`src/assert_macros.svh`:
```
// assertion macros used by the allocator top
`ifndef ASSERT_MACROS_SVH
`define ASSERT_MACROS_SVH

// same-cycle implication, idle during reset
`define ASSERT_IMPLIES(lbl, ck, rn, ante, cons) \
	lbl: assert property (@(posedge ck) disable iff (!(rn)) (ante) |-> (cons)) \
		else $error("assertion failed");

// next-cycle implication, idle during reset
`define ASSERT_NEXT(lbl, ck, rn, ante, cons) \
	lbl: assert property (@(posedge ck) disable iff (!(rn)) (ante) |=> (cons)) \
		else $error("assertion failed");

`endif

```
`src/pba_pkg.sv`:
```
// types and codes for the page bitmap allocator
package pba_pkg;

	typedef enum logic [1:0] {
		REQ_ALLOC   = 2'd0,
		REQ_FREE    = 2'd1,
		REQ_TEST    = 2'd2,
		REQ_RESERVE = 2'd3
	} req_e_t;

	typedef enum logic [2:0] {
		STS_OK       = 3'd0,
		STS_NOFREE   = 3'd1,
		STS_CONFLICT = 3'd2,
		STS_NOTUSED  = 3'd3,
		STS_RANGE    = 3'd4
	} status_e_t;

	typedef enum logic [2:0] {
		S_CLEAR,
		S_IDLE,
		S_ALLOC,
		S_FREE,
		S_TEST,
		S_RCHK,
		S_RSET,
		S_RESP
	} state_e_t;

	typedef struct packed {
		logic       found;
		logic [4:0] idx;
	} ffs_res_t;

endpackage

```
`src/pba_ffs.sv`:
```
// lowest set bit finder over one bitmap word
module pba_ffs
	import pba_pkg::*;
(
	input  logic [31:0] bits,
	output ffs_res_t    res
);

	always_comb begin
		res.found = 1'b0;
		res.idx   = 5'd0;
		for (int i = 31; i >= 0; i--) begin
			if (bits[i]) begin
				res.found = 1'b1;
				res.idx   = 5'(i);
			end
		end
	end

endmodule

```
`config.mk`:
```
export PLATFORM = sky130hd
export DESIGN_NAME = pba_ffs
export DESIGN_NICKNAME = d
export VERILOG_FILES = /design/src/assert_macros.svh /design/src/pba_pkg.sv /design/src/pba_ffs.sv
export SDC_FILE = /design/constraint.sdc
export NUM_CORES = 1
export LEC_CHECK = 0
export BUFFER_PORTS_ARGS = -buffer_cell sky130_fd_sc_hd__clkbuf_2
export CELL_PAD_IN_SITES_DETAIL_PLACEMENT = 1
export CELL_PAD_IN_SITES_GLOBAL_PLACEMENT = 1
export CORE_UTILIZATION = 20
export DETAILED_ROUTE_END_ITERATION = 10
export PLACE_DENSITY = 0.92
export REMOVE_ABC_BUFFERS = 1
export SLEW_MARGIN = 20
export SYNTH_ARGS = -nofsm -noshare
export SYNTH_HDL_FRONTEND = slang
export SYNTH_SLANG_ARGS = --single-unit
```
`constraint.sdc`:
```
create_clock -name vclk -period 1.1
set_input_delay 0.11 -clock vclk [all_inputs]
set_output_delay 0.11 -clock vclk [all_outputs]
set_load 0.01 [all_outputs]
```
# After elaboration in Yosys (flattened, before gate mapping)
# Index checks and enable logic that the tools add are counted.
totals:
  reg_bits: 0
op_classes:
  mux: 32
op_table:
  columns: ["op", "n"]
  rows:
  - ["two-way mux 6 bit", 32]

# Longest topological paths before layout
# Gate-level depths: netlist of the first run.
depth:
  word_depth: 32
  ltp_mapped: 5

# Worst setup path before layout of the first run
# No wires, ideal clock.
synth_timing:
  path_type: "input port to output port"
  startpoint: "in bits[19]"
  endpoint: "out res[2] in the netlist's numbering"
  slack_ps: -74
  path_buffers: 0
  path_stages: 4
  t_arrival_ps: 1064
  cell_sequence: "or4_4 > o21ai_1 > nand2_1 > a21boi_1"
synth_lines:
  columns: ["item", "line", "text"]
  rows:
  - ["from (decl)", "pba_ffs.sv:5", "input logic [31:0] bits,"]
  - ["to (decl)", "pba_ffs.sv:6", "output ffs_res_t res"]

==> results of run 1 <==
[cell type report]
class,instances,area share
tap,25,0.03623
timing repair buffer,59,0.4246
inverter,6,0.02609
multi-input combinational,59,0.5130
[how the worst max path moves through the flow]
stage,start,end,slack (ns),cells past startpoint
6_report,bits[30],res[0],-0.37,7
5_1_grt,bits[29],res[0],-0.46,7
4_1_cts,bits[0],res[1],-0.32,7
3_5_place_dp,bits[0],res[1],-0.34,7
3_3_place_gp,bits[30],res[0],-0.32,7
2_1_floorplan,bits[19],res[2],-0.07,4
[per-layer routing]
metal  wire [um]  track usage
met1         799       0.2198
met3          80            0
met5           0            0
met2        1145       0.4147
met4          17            0
[what timing repair did]
item                                    4_1_cts  5_1_grt
endpoints found under the setup margin        6        6
resized for setup                             6       23
pin swaps                                     5        5
hold buffers                                  0        0
endpoints found under the hold margin         0        0
[where the power goes]
part,internal (mW),switching (mW)
sequential,0,0
combinational,0.129,0.123
clock,0,0
[Yosys cell counts (2+ instances only)]
library cell | count | share of area
a21oi_1 | 7 | 0.095
nor2_1 | 10 | 0.10
o21ai_0 | 2 | 0.027
inv_1 | 6 | 0.061
nor4_1 | 7 | 0.12
nor3b_1 | 2 | 0.041
o31ai_1 | 4 | 0.082
nand2_1 | 3 | 0.031
a2111oi_0 | 2 | 0.048
nor3_1 | 7 | 0.095
or4_1 | 3 | 0.061
[tightest hold or removal path, delay by kind of cell]
kind | cells | cell delay, ns
buffers and inverters | 2 | 0.25
AO/OA/AOI/OAI | 1 | 0.05
[per-stage QoR]
step | hold WS [ns] | total power, mW | instances | util
floorplan | 0.2690 | 0.05371 | 65 | -
global placement | 0.4970 | 0.2042 | 149 | 0.4326
detailed placement | 0.5079 | 0.2150 | 149 | 0.4326
CTS | 0.5084 | 0.2227 | 149 | 0.4514
global route | 0.5269 | 0.2727 | 149 | 0.5000
finish | 0.5150 | 0.2515 | 149 | 0.5000
[kinds of logic after synthesis]
family	synth area share
buf+inv	0.06122
simple gates	0.5442
compound gates	0.3946
==> key figures, run 1 <==
Placement
  – Final RePlAce weighted congestion: 0.7512
  – Port-buffer cells: 38
  – Post-Place Setup Slack: -0.3415 ns
  – Placed Area: 747.0 sq um
  – Detailed placer's ending HPWL: 1596 um

Timing
  – Final hold vios: 0
  – Final setup viols: 6
  – Slew margin rel.: 0.7259
  – Final-report max-slew violation count: 0
  – Unrepaired setup endpoints after global routing: yes
  – Worst-margin pin slew: 0.4073 ns
  – Fmax: 680.0 MHz
  – Min Tclk post-route: 1.471 ns
  – Setup TNS: -1.731 ns
  – Final worst slack: -0.3705 ns
  – Period utilization: 1.337

Global route
  – Global route overflow: 0
  – Largest net degree at the start of global routing: 5
  – Global-route usage over all layers: 0.1927
  – First-pass GRT wire length: 2967 um
  – Initial antenna violation count: 0
  – Vias in the first global route: 731

Floorplan
  – Initial core utilization: 0.2130
  – Num rows: 15
  – Chip width: 44.89 um
  – Die footprint: 2015 sq um
  – Die Y: 44.89 um
  – CORE AREA: 1727 sq um
  – Top Ports: 38

Outcome
  – Status: finished, violations left
  – Failing checks: negative setup slack

Detailed routing
  – DR WL/cell: 13.72 um
  – ANT nets after route: 0
  – Vias: 760
  – DR iter-0 viols: 4
  – Detailed-route wire length: 2044 um
  – Residual DRC: 0
  – Pre-Repair DR Iteration Count: 4
  – Vias/cell: 5.101

Pwr
  – Max rail drop VDD: 0.1259 mV
  – Leak Pwr: 0.4084 nW
  – PD cells: 291.3 nW/um^2

Finish
  – # nets final: 158
  – Commonest non-fill, non-tap cell in the layout: clkbuf_2
  – Ant diodes: 0
  – # clk buffers: 0
  – Share of layout cells above drive strength 1: 0.6129
  – Commonest non-fill, non-tap cells in the layout: 33 x clkbuf_2, 21 x buf_4, 9 x nor2_1
  – Storage cell area: 0 sq um
  – Fillers: 246
  – Area grow syn2layout: 134.7%
  – Post-route cell area: 863.3 sq um
  – FF+latch count: 0
  – Multi-input logic area: 442.9 sq um

Flow run
  – Max Cap Viol: 0

Synth
  – Seq/Total Area, Yosys: 0
  – Synth warn: 0
  – Post-Synthesis Cells: 65
  – Distinct cell type count after synthesis: 23
  – Syn_area_per_cell: 5.659 sq um
  – Synth Cell Area: 367.9 sq um

Setup path
  – Worst Path Arrival: 1.36 ns
  – CP Capture Type: output pin
  – Crit-path max FO: 3
  – Critical path class: in -> out
  – Max incr delay on CP: 0.27 ns
  – Worst EP required: 0.99 ns
  – CP Buf/Inv Count: 2
  – Slowest CP cell: a221oi_1
  – CP Cell Sequence: buf_6 -> nor3b_2 -> nor3_2 -> o31ai_1 -> o2111ai_1 -> a221oi_1 -> buf_2
  – Startpoint types: input pin
  – CP top delay family: compound AO/OA/AOI/OAI gates

Min path
  – Hold Path End: res[0]
  – Hold path cells: 3
  – Hold Path Class: in -> out
  – Hold_sp: bits[0]

CTS
  – Post-CTS setup buffer count: 0
No activity file was read; power rests on OpenSTA's default activity.
==> inputs of run 2 (changes only) <==
Settings changed: REMOVE_ABC_BUFFERS 1 to default.
Clock period 1.1 ns to 1.2 ns, I/O delays scaled along.
==> run 2 against run 1 <==
Compared with the run above: the flow still finishes with violations (negative setup slack); highest routed layer is now met3; combinational power fell by 6%; sequential share of layout area did not move; final area rose by 1.2%; largest cell class unchanged; flip-flop and latch count did not move; worst hold slack improved by 0.0080 ns; routed wire length rose by 2.7%.
==> key figures, run 2 (synthesized netlist as in run 1, its figures left out) <==
Outcome
  – Status: finished, violations left
  – Failing checks: negative setup slack

Timing
  – Final worst slack: -0.2223 ns (+0.1482 ns)
  – Fmax: 703.1 MHz
  – Period utilization: 1.185
  – Worst-margin pin slew: 0.3423 ns (-0.06509 ns)
  – Min Tclk post-route: 1.422 ns
  – Slew margin rel.: 0.7697 (+0.04379)
  – Unrepaired setup endpoints after global routing: yes
  – Final-report max-slew violation count: 0 (unchanged)
  – Final setup viols: 6 (unchanged)
  – Final hold vios: 0 (unchanged)

Setup path
  – Worst Path Arrival: 1.30 ns (-0.06 ns)
  – CP Buf/Inv Count: 2 (unchanged)
  – Slowest CP cell: or4_4
  – CP Capture Type: output pin
  – CP Cell Sequence: buf_6 -> or4_4 -> o21ai_2 -> nand2_1 -> a21boi_2 -> buf_2
  – Worst EP required: 1.08 ns (+0.09 ns)
  – Critical path class: in -> out
  – Startpoint types: input pin
  – CP top delay family: simple AND/OR/NAND/NOR gates
  – Max incr delay on CP: 0.58 ns (+0.31 ns)
  – Crit-path max FO: 3 (unchanged)

Min path
  – Hold Path Class: in -> out

Global route
  – Global route overflow: 0 (unchanged)
  – Largest net degree at the start of global routing: 5 (unchanged)
  – Vias in the first global route: 758 (+3.7%)
  – Initial antenna violation count: 0 (unchanged)
  – Global-route usage over all layers: 0.1917 (-0.0009898)
  – First-pass GRT wire length: 3015 um (+1.6%)

Finish
  – Share of layout cells above drive strength 1: 0.6371 (+0.02419)
  – Storage cell area: 0 sq um (unchanged)
  – Final std cells w/o fill: 149 (unchanged)
  – Area grow syn2layout: 137.4%
  – Commonest non-fill, non-tap cells in the layout: 33 x clkbuf_2, 21 x buf_4, 7 x nor2_1
  – Ant diodes: 0 (unchanged)
  – Final core area utilization: 0.5058 (+0.005797)
  – FF+latch count: 0 (unchanged)
  – Post-route cell area: 873.3 sq um (+1.2%)
  – Multi-input logic area: 456.7 sq um (+3.1%)
  – Fillers: 245 (-0.41%)
  – Commonest non-fill, non-tap cell in the layout: clkbuf_2
  – # nets final: 158 (unchanged)
  – # clk buffers: 0 (unchanged)

Pwr
  – Leak Pwr: 0.4110 nW (+0.63%)
  – PD cells: 269.0 nW/um^2 (-7.6%)
  – Total chip power: 0.2350 mW (-6.6%)
  – Max rail drop VDD: 0.09970 mV (-21%)

Floorplan
  – Num rows: 15 (unchanged)
  – Die Y: 44.89 um (unchanged)
  – Die footprint: 2015 sq um (unchanged)
  – Chip width: 44.89 um (unchanged)
  – Initial core utilization: 0.2130 (unchanged)
  – Top Ports: 38 (unchanged)
  – CORE AREA: 1727 sq um (unchanged)

Detailed routing
  – Pre-Repair DR Iteration Count: 2 (-2)
  – DR iter-0 viols: 2 (-2)
  – Vias: 752 (-1.1%)
  – Detailed-route wire length: 2100 um (+2.7%)
  – DR WL/cell: 14.09 um (+2.7%)
  – Vias/cell: 5.047 (-1.1%)
  – ANT nets after route: 0 (unchanged)
  – Residual DRC: 0 (unchanged)

CTS
  – Hold Buf Count CTS: 0 (unchanged)
  – Post-CTS setup buffer count: 0 (unchanged)

Placement
  – Placed Area: 747.0 sq um (unchanged)
  – Placed Cells: 149 (unchanged)
  – Port-buffer cells: 38 (unchanged)
  – Final RePlAce weighted congestion: 0.7863 (+4.7%)
  – Detailed placer's ending HPWL: 1555 um (-2.6%)

Synth
  – Syn Nets: 97

Flow run
  – Max Cap Viol: 0 (unchanged)
-- run 2: layer usage --
layer	global-route usage	part of all wire
met1	0.2241	0.40
met2	0.4029	0.57
met4	0	0
met3	0.004000	0.034
met5	0	0
-- run 2: power breakdown --
part	leakage [nW]	switching, mW	internal (mW)
sequential	0	0	0
combinational	0.411	0.116	0.119
clock	0	0	0
-- run 2: area by class of cell --
class,instances,area share
inverter,6,0.02579
tap,25,0.03582
multi-input combinational,59,0.5229
timing repair buffer,59,0.4155
-- run 2: final timing paths --
path,slack (ns),to,cells after the start,start
worst min-delay path,0.52,res[0],3,bits[0]
worst max-delay path,-0.22,res[2],6,bits[18]
-- run 2: worst min-delay path: stages --
cell      delay [ns]
clkbuf_8        0.11
a221oi_2        0.03
buf_2           0.13
-- run 2: metrics by stage --
step / hold slack [ns] / setup TNS (ns) / setup slack (ns)
after floorplan: 0.2890 / 0 / 0.006143
after global placement: 0.5172 / -1.197 / -0.2374
after detailed placement: 0.5385 / -1.332 / -0.2469
after CTS: 0.5313 / -1.070 / -0.2127
after global routing: 0.5319 / -1.571 / -0.3191
final: 0.5230 / -1.218 / -0.2223
-- run 2: repair_timing --
item                                   4_1_cts  5_1_grt
resized for setup                           11       18
endpoints found under the hold margin        0        0
setup endpoints to repair                    6        6
pin swaps                                    4        7
